## config.mk

```make
export PLATFORM = sky130hd
export DESIGN_NAME = ranged_lcg_random_generator_flat
export DESIGN_NICKNAME = d
export VERILOG_FILES = /design/src/rtl/core/rlcg_pkg.sv /design/src/rtl/core/rlcg_if.sv /design/src/rtl/core/rlcg_front.sv /design/src/rtl/core/rlcg_queue.sv /design/src/rtl/core/rlcg_back.sv /design/src/rtl/core/ranged_lcg_random_generator.sv /design/src/flat_wrapper.sv
export SDC_FILE = /design/constraint.sdc
export NUM_CORES = 2
export LEC_CHECK = 0
export BUFFER_PORTS_ARGS = -buffer_cell sky130_fd_sc_hd__buf_2
export CORE_MARGIN = 4
export CORE_UTILIZATION = 60
export DETAILED_ROUTE_END_ITERATION = 10
export PLACE_DENSITY = 0.77
export SETUP_SLACK_MARGIN = 0.4
export SLEW_MARGIN = 20
export SYNTH_ARGS = -nofsm -noshare
export SYNTH_HDL_FRONTEND = slang
export SYNTH_SLANG_ARGS = --single-unit
```

## constraint.sdc

```tcl
create_clock -name clk -period 13.8 [get_ports clk]
set_input_delay 0 -clock clk [delete_from_list [all_inputs] [get_ports clk]]
set_output_delay 0 -clock clk [all_outputs]
set_load 0.005 [all_outputs]
```

## src/rtl/core/rlcg_pkg.sv

```systemverilog
// Package for the ranged LCG random generator: constants, codes and shared types.
// Depends on nothing; the front end, queue, back end and top level refer to it by scoped names.
package rlcg_pkg;

    localparam logic [63:0] LCG_MUL = 64'd6364136223846793005;
    localparam logic [63:0] LCG_ADD = 64'd1442695040888963407;
    localparam logic [31:0] SMALL_DELTA_LIMIT = 32'h0001_0000;
    localparam logic [63:0] SEED_RESET = 64'd1;
    localparam int QUEUE_DEPTH = 2;

    typedef enum logic [1:0] {
        ACT_DRAW32 = 2'd0,
        ACT_DRAW64 = 2'd1,
        ACT_RANGED = 2'd2,
        ACT_NONE   = 2'd3
    } action_t;

    // Classified command handed from the front end to the back end.
    typedef enum logic [2:0] {
        CMD_ZERO,
        CMD_CONST,
        CMD_DRAW32,
        CMD_DRAW64,
        CMD_MOD32,
        CMD_MOD64
    } cmd_kind_t;

    typedef struct packed {
        cmd_kind_t   kind;
        logic [31:0] base;
        logic [31:0] delta;
    } cmd_t;

    typedef enum logic [3:0] {
        ST_IDLE,
        ST_MUL0,
        ST_MUL1,
        ST_MUL2,
        ST_MUL3,
        ST_ADD,
        ST_NEXT,
        ST_DIV,
        ST_SUM,
        ST_DONE
    } back_state_t;

endpackage

```

## src/rtl/core/rlcg_if.sv

```systemverilog
// Valid/ready stream interfaces for the input and result channels.
// Depends on nothing.
interface rlcg_in_if;
    logic        valid;
    logic        ready;
    logic [1:0]  action;
    logic [31:0] lower;
    logic [31:0] upper;
    modport source (output valid, action, lower, upper, input ready);
    modport sink (input valid, action, lower, upper, output ready);
endinterface

interface rlcg_out_if;
    logic        valid;
    logic        ready;
    logic [63:0] value;
    modport source (output valid, value, input ready);
    modport sink (input valid, value, output ready);
endinterface

```

## src/rtl/core/rlcg_front.sv

```systemverilog
// Front end: takes transfers, narrows swapped bounds, classifies each item.
// Depends on rlcg_pkg and rlcg_if.
module rlcg_front (
    rlcg_in_if.sink         in_ch,
    output logic            cmd_valid,
    input  logic            cmd_ready,
    output rlcg_pkg::cmd_t  cmd
);
    logic [31:0] lo_w;
    logic [31:0] hi_w;
    logic [31:0] delta_w;

    assign cmd_valid = in_ch.valid;
    assign in_ch.ready = cmd_ready;

    always_comb
    begin
        if (in_ch.lower > in_ch.upper)
        begin
            lo_w = in_ch.upper + 32'd1;
            hi_w = in_ch.lower - 32'd1;
        end
        else
        begin
            lo_w = in_ch.lower;
            hi_w = in_ch.upper;
        end
        delta_w = hi_w - lo_w;
        cmd.base = lo_w;
        cmd.delta = delta_w;
        case (rlcg_pkg::action_t'(in_ch.action))
            rlcg_pkg::ACT_DRAW32: cmd.kind = rlcg_pkg::CMD_DRAW32;
            rlcg_pkg::ACT_DRAW64: cmd.kind = rlcg_pkg::CMD_DRAW64;
            rlcg_pkg::ACT_RANGED:
            begin
                if (delta_w == 32'd0)
                    cmd.kind = rlcg_pkg::CMD_CONST;
                else if (delta_w < rlcg_pkg::SMALL_DELTA_LIMIT)
                    cmd.kind = rlcg_pkg::CMD_MOD32;
                else
                    cmd.kind = rlcg_pkg::CMD_MOD64;
            end
            default: cmd.kind = rlcg_pkg::CMD_ZERO;
        endcase
    end
endmodule

```

## src/rtl/core/rlcg_queue.sv

```systemverilog
// Short command queue between the front and back ends.
// Depends on rlcg_pkg.
module rlcg_queue (
    input  logic            clk,
    input  logic            rst_n,
    input  logic            wr_valid,
    output logic            wr_ready,
    input  rlcg_pkg::cmd_t  wr_cmd,
    output logic            rd_valid,
    input  logic            rd_ready,
    output rlcg_pkg::cmd_t  rd_cmd
);
    rlcg_pkg::cmd_t slot_reg [rlcg_pkg::QUEUE_DEPTH];
    logic wptr_reg;
    logic rptr_reg;
    logic [1:0] count_reg;
    logic do_wr;
    logic do_rd;

    assign wr_ready = (count_reg != 2'(rlcg_pkg::QUEUE_DEPTH));
    assign rd_valid = (count_reg != 2'd0);
    assign rd_cmd = slot_reg[rptr_reg];
    assign do_wr = wr_valid & wr_ready;
    assign do_rd = rd_valid & rd_ready;

    always_ff @(posedge clk)
    begin
        if (do_wr)
            slot_reg[wptr_reg] <= wr_cmd;
    end

    always_ff @(posedge clk or negedge rst_n)
    begin
        if (!rst_n)
        begin
            wptr_reg <= 1'b0;
            rptr_reg <= 1'b0;
            count_reg <= 2'd0;
        end
        else
        begin
            if (do_wr)
                wptr_reg <= ~wptr_reg;
            if (do_rd)
                rptr_reg <= ~rptr_reg;
            count_reg <= count_reg + {1'b0, do_wr} - {1'b0, do_rd};
        end
    end

    a_no_overflow: assert property (@(posedge clk) disable iff (!rst_n)
        count_reg <= 2'(rlcg_pkg::QUEUE_DEPTH)) else $error("queue overflow");
    a_count_track: assert property (@(posedge clk) disable iff (!rst_n)
        (do_wr && !do_rd) |=> count_reg == $past(count_reg) + 2'd1)
        else $error("queue count slip");
    a_empty_no_rd: assert property (@(posedge clk) disable iff (!rst_n)
        count_reg == 2'd0 |-> !do_rd) else $error("read from empty queue");
endmodule

```

## src/rtl/core/rlcg_back.sv

```systemverilog
// Back end: LCG steps on a shared 32x32 multiplier, serial 64-bit remainder, result register.
// Depends on rlcg_pkg and rlcg_if.
module rlcg_back (
    input  logic            clk,
    input  logic            rst_n,
    input  logic            seed_we,
    input  logic [63:0]     seed_data,
    input  logic            cmd_valid,
    output logic            cmd_ready,
    input  rlcg_pkg::cmd_t  cmd,
    rlcg_out_if.source      out_ch
);
    rlcg_pkg::back_state_t state_reg, state_next;
    logic [63:0] seed_reg;
    logic [63:0] lcg_reg, lcg_next;
    logic [63:0] src_reg, src_next;
    logic [63:0] acc_reg, acc_next;
    logic [63:0] draw_reg, draw_next;
    logic        second_reg, second_next;
    rlcg_pkg::cmd_t cmd_reg, cmd_next;
    logic [63:0] rem_reg, rem_next;
    logic [63:0] quo_reg, quo_next;
    logic [6:0]  cnt_reg, cnt_next;
    logic        out_valid_reg, out_valid_next;
    logic [63:0] out_value_reg, out_value_next;

    logic [31:0] mul_a;
    logic [31:0] mul_b;
    logic [63:0] mul_p;
    logic [64:0] rem_shift;
    logic        take;

    assign mul_p = {32'd0, mul_a} * {32'd0, mul_b};
    assign take = cmd_valid & cmd_ready;
    assign cmd_ready = (state_reg == rlcg_pkg::ST_IDLE) & ~out_valid_reg;
    assign out_ch.valid = out_valid_reg;
    assign out_ch.value = out_value_reg;
    assign rem_shift = {rem_reg, quo_reg[63]};

    always_comb
    begin
        case (state_reg)
            rlcg_pkg::ST_MUL0: begin mul_a = src_reg[31:0];  mul_b = rlcg_pkg::LCG_MUL[31:0];  end
            rlcg_pkg::ST_MUL1: begin mul_a = src_reg[63:32]; mul_b = rlcg_pkg::LCG_MUL[31:0];  end
            rlcg_pkg::ST_MUL2: begin mul_a = src_reg[31:0];  mul_b = rlcg_pkg::LCG_MUL[63:32]; end
            default:           begin mul_a = 32'd0;          mul_b = 32'd0;                    end
        endcase
    end

    always_comb
    begin
        state_next = state_reg;
        case (state_reg)
            rlcg_pkg::ST_IDLE:
            begin
                if (take)
                begin
                    case (cmd.kind)
                        rlcg_pkg::CMD_ZERO, rlcg_pkg::CMD_CONST:
                            state_next = rlcg_pkg::ST_DONE;
                        default:
                            state_next = rlcg_pkg::ST_MUL0;
                    endcase
                end
            end
            rlcg_pkg::ST_MUL0: state_next = rlcg_pkg::ST_MUL1;
            rlcg_pkg::ST_MUL1: state_next = rlcg_pkg::ST_MUL2;
            rlcg_pkg::ST_MUL2: state_next = rlcg_pkg::ST_ADD;
            rlcg_pkg::ST_ADD:  state_next = rlcg_pkg::ST_NEXT;
            rlcg_pkg::ST_NEXT:
            begin
                if ((cmd_reg.kind == rlcg_pkg::CMD_DRAW64 || cmd_reg.kind == rlcg_pkg::CMD_MOD64)
                    && !second_reg)
                    state_next = rlcg_pkg::ST_MUL0;
                else if (cmd_reg.kind == rlcg_pkg::CMD_MOD32
                         || cmd_reg.kind == rlcg_pkg::CMD_MOD64)
                    state_next = rlcg_pkg::ST_DIV;
                else
                    state_next = rlcg_pkg::ST_DONE;
            end
            rlcg_pkg::ST_DIV:
            begin
                if (cnt_reg == 7'd63)
                    state_next = rlcg_pkg::ST_SUM;
            end
            rlcg_pkg::ST_SUM:  state_next = rlcg_pkg::ST_DONE;
            rlcg_pkg::ST_DONE: state_next = rlcg_pkg::ST_IDLE;
            default:           state_next = rlcg_pkg::ST_IDLE;
        endcase
    end

    always_comb
    begin
        lcg_next = lcg_reg;
        src_next = src_reg;
        acc_next = acc_reg;
        draw_next = draw_reg;
        second_next = second_reg;
        cmd_next = cmd_reg;
        rem_next = rem_reg;
        quo_next = quo_reg;
        cnt_next = cnt_reg;
        out_valid_next = out_valid_reg;
        out_value_next = out_value_reg;
        if (out_valid_reg && out_ch.ready)
            out_valid_next = 1'b0;
        case (state_reg)
            rlcg_pkg::ST_IDLE:
            begin
                if (take)
                begin
                    cmd_next = cmd;
                    second_next = 1'b0;
                    draw_next = 64'd0;
                    // Reload the seed before the draw when the state has reached zero.
                    src_next = (lcg_reg == 64'd0) ? (seed_reg | 64'd1) : lcg_reg;
                end
            end
            rlcg_pkg::ST_MUL0: acc_next = mul_p;
            rlcg_pkg::ST_MUL1: acc_next = {acc_reg[63:32] + mul_p[31:0], acc_reg[31:0]};
            rlcg_pkg::ST_MUL2: acc_next = {acc_reg[63:32] + mul_p[31:0], acc_reg[31:0]};
            rlcg_pkg::ST_ADD:
            begin
                lcg_next = acc_reg + rlcg_pkg::LCG_ADD;
                draw_next = {draw_reg[31:0], lcg_next[63:32]};
            end
            rlcg_pkg::ST_NEXT:
            begin
                second_next = 1'b1;
                src_next = (lcg_reg == 64'd0) ? (seed_reg | 64'd1) : lcg_reg;
                rem_next = 64'd0;
                quo_next = draw_reg;
                cnt_next = 7'd0;
            end
            rlcg_pkg::ST_DIV:
            begin
                // One restoring step of the remainder per cycle, most significant bit first.
                quo_next = {quo_reg[62:0], 1'b0};
                if (rem_shift >= {33'd0, cmd_reg.delta})
                    rem_next = 64'(rem_shift - {33'd0, cmd_reg.delta});
                else
                    rem_next = rem_shift[63:0];
                cnt_next = cnt_reg + 7'd1;
            end
            rlcg_pkg::ST_SUM:
                draw_next = {32'd0, cmd_reg.base + rem_reg[31:0]};
            rlcg_pkg::ST_DONE:
            begin
                out_valid_next = 1'b1;
                case (cmd_reg.kind)
                    rlcg_pkg::CMD_ZERO:  out_value_next = 64'd0;
                    rlcg_pkg::CMD_CONST: out_value_next = {32'd0, cmd_reg.base};
                    default:             out_value_next = draw_reg;
                endcase
            end
            default: ;
        endcase
    end

    always_ff @(posedge clk or negedge rst_n)
    begin
        if (!rst_n)
        begin
            state_reg <= rlcg_pkg::ST_IDLE;
            seed_reg <= rlcg_pkg::SEED_RESET;
            lcg_reg <= 64'd0;
            out_valid_reg <= 1'b0;
        end
        else
        begin
            state_reg <= state_next;
            if (seed_we)
                seed_reg <= seed_data;
            lcg_reg <= lcg_next;
            out_valid_reg <= out_valid_next;
        end
    end

    always_ff @(posedge clk)
    begin
        src_reg <= src_next;
        acc_reg <= acc_next;
        draw_reg <= draw_next;
        second_reg <= second_next;
        cmd_reg <= cmd_next;
        rem_reg <= rem_next;
        quo_reg <= quo_next;
        cnt_reg <= cnt_next;
        out_value_reg <= out_value_next;
    end

    a_take_idle: assert property (@(posedge clk) disable iff (!rst_n)
        take |=> state_reg != rlcg_pkg::ST_IDLE) else $error("command lost");
    a_out_hold: assert property (@(posedge clk) disable iff (!rst_n)
        (out_valid_reg && !out_ch.ready) |=> out_valid_reg) else $error("result dropped");
    a_done_free: assert property (@(posedge clk) disable iff (!rst_n)
        state_reg == rlcg_pkg::ST_DONE |-> !out_valid_reg) else $error("result overwritten");
endmodule

```

## src/rtl/core/ranged_lcg_random_generator.sv

```systemverilog
// Top level of the ranged LCG random generator: front end, command queue and back end.
// Depends on rlcg_pkg, rlcg_if, rlcg_front, rlcg_queue and rlcg_back.
// One transfer in gives one transfer out. A plain draw takes one LCG step and a 64-bit
// draw two; a ranged draw takes one step when its span is below 65536 and two otherwise,
// followed by a 64-step serial remainder. The LCG step shares one 32x32 multiplier over
// the states MUL0, MUL1 and MUL2, and the remainder unit works through the drawn value
// one bit at a time, most significant bit first. A ranged draw whose span is zero and the
// unused action return without stepping the generator. The back end takes the next
// command only once the result has been transferred, so items are handled one at a time
// and a receiver that holds off delays the next item; the command queue accepts up to two
// further items meanwhile.
module ranged_lcg_random_generator (
    input  logic        clk,
    input  logic        rst_n,
    input  logic        seed_init_we,
    input  logic [63:0] seed_init,
    rlcg_in_if.sink     in_ch,
    rlcg_out_if.source  out_ch
);
    logic           f_valid;
    logic           f_ready;
    rlcg_pkg::cmd_t f_cmd;
    logic           q_valid;
    logic           q_ready;
    rlcg_pkg::cmd_t q_cmd;

    rlcg_front u_front (
        .in_ch(in_ch),
        .cmd_valid(f_valid), .cmd_ready(f_ready), .cmd(f_cmd)
    );

    rlcg_queue u_queue (
        .clk(clk), .rst_n(rst_n),
        .wr_valid(f_valid), .wr_ready(f_ready), .wr_cmd(f_cmd),
        .rd_valid(q_valid), .rd_ready(q_ready), .rd_cmd(q_cmd)
    );

    rlcg_back u_back (
        .clk(clk), .rst_n(rst_n),
        .seed_we(seed_init_we), .seed_data(seed_init),
        .cmd_valid(q_valid), .cmd_ready(q_ready), .cmd(q_cmd),
        .out_ch(out_ch)
    );
endmodule
```

## src/flat_wrapper.sv

```systemverilog
// flat-port wrapper written by rule: the top's interface ports become plain ports
module ranged_lcg_random_generator_flat 
  (clk, rst_n, seed_init_we, seed_init, in_ch_valid, in_ch_action, in_ch_lower, in_ch_upper, in_ch_ready, out_ch_valid, out_ch_value, out_ch_ready);
  rlcg_in_if in_ch_i ();
  rlcg_out_if out_ch_i ();
  input  logic clk;
  input  logic rst_n;
  input  logic seed_init_we;
  input  logic [63:0] seed_init;
  input wire logic [$bits(in_ch_i.valid)-1:0] in_ch_valid;
  input wire logic [$bits(in_ch_i.action)-1:0] in_ch_action;
  input wire logic [$bits(in_ch_i.lower)-1:0] in_ch_lower;
  input wire logic [$bits(in_ch_i.upper)-1:0] in_ch_upper;
  output wire logic [$bits(in_ch_i.ready)-1:0] in_ch_ready;
  output wire logic [$bits(out_ch_i.valid)-1:0] out_ch_valid;
  output wire logic [$bits(out_ch_i.value)-1:0] out_ch_value;
  input wire logic [$bits(out_ch_i.ready)-1:0] out_ch_ready;
  assign in_ch_i.valid = in_ch_valid;
  assign in_ch_i.action = in_ch_action;
  assign in_ch_i.lower = in_ch_lower;
  assign in_ch_i.upper = in_ch_upper;
  assign in_ch_ready = in_ch_i.ready;
  assign out_ch_valid = out_ch_i.valid;
  assign out_ch_value = out_ch_i.value;
  assign out_ch_i.ready = out_ch_ready;
  ranged_lcg_random_generator u_core (.clk(clk), .rst_n(rst_n), .seed_init_we(seed_init_we), .seed_init(seed_init), .in_ch(in_ch_i), .out_ch(out_ch_i));
endmodule
```

==> results.cfg <==
[outcome]
status = finished clean

[drt]
drc = 0
vias = 46231
viasPerCell = 5.96
drtAntennaViolNets = 0
firstDrtPassIters = 7
post_drt_wl_per_cell_um = 22.2
dr.first_iter.drc_count = 4945
wl_mm = 172

[critical_path]
crit_slowest_cell = nor2_1
critPathKind = reg2reg
crit_top_cell = inv_1
cp-start-kind = flop
r2r_setup_slack_ps = 2350
slowest_delay_ps = 780
path_max_fanout = 35
end_kind = flop
critical_path_required_ps = 14140
arrival_ps = 11790

[synthesis]
ys_seq_area_share_pct = 34.0
ys_top_cells_by_area = edfxtp_1 (29%), fa_1 (18%), ha_1 (13%), inv_1 (6.2%), dfrtp_1 (5.5%)
syn_avg_cell_area_um2 = 10.3
ys_types = 81
yosysWarnings = 0
ys.flop_type = edfxtp_1
synth_edf_count = 593
synth.net_count = 7368
synth-seq-cells = 729
synth_top_area_cell = edfxtp_1
async_reset_ff_share_pct = 18.7
synth_top_area_share_pct = 28.6
yosys-top-cells-count = inv_1 (1031), ha_1 (638), edfxtp_1 (593)
synthesis.area_mm2 = 0.0623
syn_inst = 6043
synth.most_common_cell = inv_1

[clock_network]
cts_sinks = 729
clockRootBuffer = clkbuf_16
cts_tree = built
path_clk_slew_ps = 60
insertion_delay_ps = 640
numCtsBuffers = 76
htree_levels = 3
cts_resized = 0
cts_buffer_depth = 3

[placement]
dp.cells = 7496
port_buffers = 199
gp_congestion = 0.946
post-place-ws_ps = 2620
dp.final_hpwl_mm = 134
placed_cell_area_mm2 = 0.0649

[floorplan]
num_io_pins = 201
die_x_um = 330
start_util_pct = 60.8
coreArea_mm2 = 0.102
chipHeight_um = 330
rows = 117
dieArea_mm2 = 0.109

[layout]
num-fill-cells = 7727
finalInstanceArea_mm2 = 0.0686
largest_register_ffs = 134
nNetsFinal = 7655
final_cells = 7762
area_delta_synth_final_pct = 10.2
drive_gt1_share_pct = 9.01

[sta]
maxSlewHeadroom_pct = 19.6
worst_pin_slew_ps = 1190
setup_ws_ps = 2350
finalHoldViolCount = 0
fmax_mhz = 87.4
min_period_over_period_pct = 83.0
fin_tns_setup_ps = 0
setup_violations = 0
rsz0062_at_grt = no
skew_ps = 30.1
slew_violations = 0
min_period_ps = 11450

[global_routing]
grt_overflow_total = 0
grt_pass1_vias = 45649
antenna_found_initial = 4
grt_max_degree = 103
grt_util_all_layers_pct = 31.7
grt_pass1_wl_mm = 264

[hold_path]
min_path_type = in2reg

[job]
drv_cap = 0
[cell usage in the layout (no fill, tap or decap), types with 18 or more instances in the layout]
master and n:
edfxtp_1 593, dfrtp_1 135, ha_1 638, o31ai_1 29
a31oi_1 40, inv_1 1029, o22ai_1 21, nand3_1 104
or4_1 18, nand2_1 570, a211oi_1 36, buf_4 63
mux2_2 137, xnor2_1 178, nand4_1 53, o21a_1 30
and2_1 79, fa_1 552, a22oi_1 36, o21ai_0 199
clkbuf_16 78, nor3_1 67, nand2b_1 37, a21o_1 170
xor2_1 98, nor2b_1 25, or3_1 42, nor4_1 48
o21bai_1 35, or2_2 18, dlygate4sd3_1 122, and3_1 64
a21oi_1 271, nor2_1 310, buf_2 198
[final cells by class]
class	instances	area, um2	share of cell area [%]
antenna	2	5.00	0.00729
clock buffer	100	2100	3.07
clock inverter	40	360	0.525
inverter	1031	3870	5.64
multi-input combinational	4106	36600	53.4
sequential	729	21200	30.9
tap	1368	1710	2.49
timing repair buffer	386	2740	3.99
[per-stage QoR]
step                hold WS, ps  util (%)
finish                     33.9      67.0
global route               62.6      67.0
CTS                        4.04      67.0
detailed placement         81.1      63.3
global placement           81.2      63.3
floorplan                  -296         -
[timing repair]
action                                 CTS  global route
setup buffers                            0             0
hold buffers                           123             0
endpoints found under the hold margin  216             0
[worst max-delay path, delay by kind of cell, from the launching register on]
family / cells / cell delay, ps
flops: 1 / 740
simple gates: 6 / 1600
buf+inv: 8 / 1130
fa+ha+maj: 10 / 4260
xor+xnor: 2 / 640
compound gates: 9 / 2750
[per-layer routing]
metal	vias to the layer above	track usage (%)	share of wire (%)	routed length, um
met2	2170	47.6	43	74900
met4	0	8.53	3.0	5260
met3	265	5.81	10	17400
met1	22777	47.8	43	74900
met5	-	0	0	0
li1	21019	-	-	-
[cells by family (layout without fill, tap and decap cells)]
| kind of cell | Yosys count | in the layout | synth area share (%) |
|---|---|---|---|
| adder cells (fa/ha/maj) | 1190 | 1190 | 30.5 |
| flip-flops | 729 | 729 | 34.0 |
| XOR/XNOR | 277 | 277 | 3.91 |
| other | 0 | 2 | 0 |
| multiplexers | 154 | 154 | 2.75 |
| buffers and inverters | 1208 | 1557 | 7.29 |
| AND/OR/NAND/NOR | 1488 | 1488 | 11.2 |
| AO/OA/AOI/OAI | 997 | 997 | 10.3 |
[final timing paths]
kind,startpoint,end,cells past startpoint
worst max register to register,u_core.u_back.state_reg[0]$_DFFE_PN0P_,u_core.u_back.acc_reg[60]$_DFFE_PP_,35
worst max-delay path,u_core.u_back.state_reg[0]$_DFFE_PN0P_,u_core.u_back.acc_reg[60]$_DFFE_PP_,35
max in group asynchronous,rst_n,u_core.u_queue.rptr_reg$_DFFE_PN0P_,4
worst min-delay path,in_ch_upper[8],u_core.u_queue.slot_reg[0][42]$_DFFE_PP_,5
min in group asynchronous,rst_n,u_core.u_back.seed_reg[9]$_DFFE_PN0P_,4
worst min register to register,u_core.u_back.quo_reg[5]$_DFFE_PP_,u_core.u_back.quo_reg[6]$_DFFE_PP_,2
Power is not shown: default switching activity piles up to over one toggle a cycle in this logic, so the estimate is an artifact.
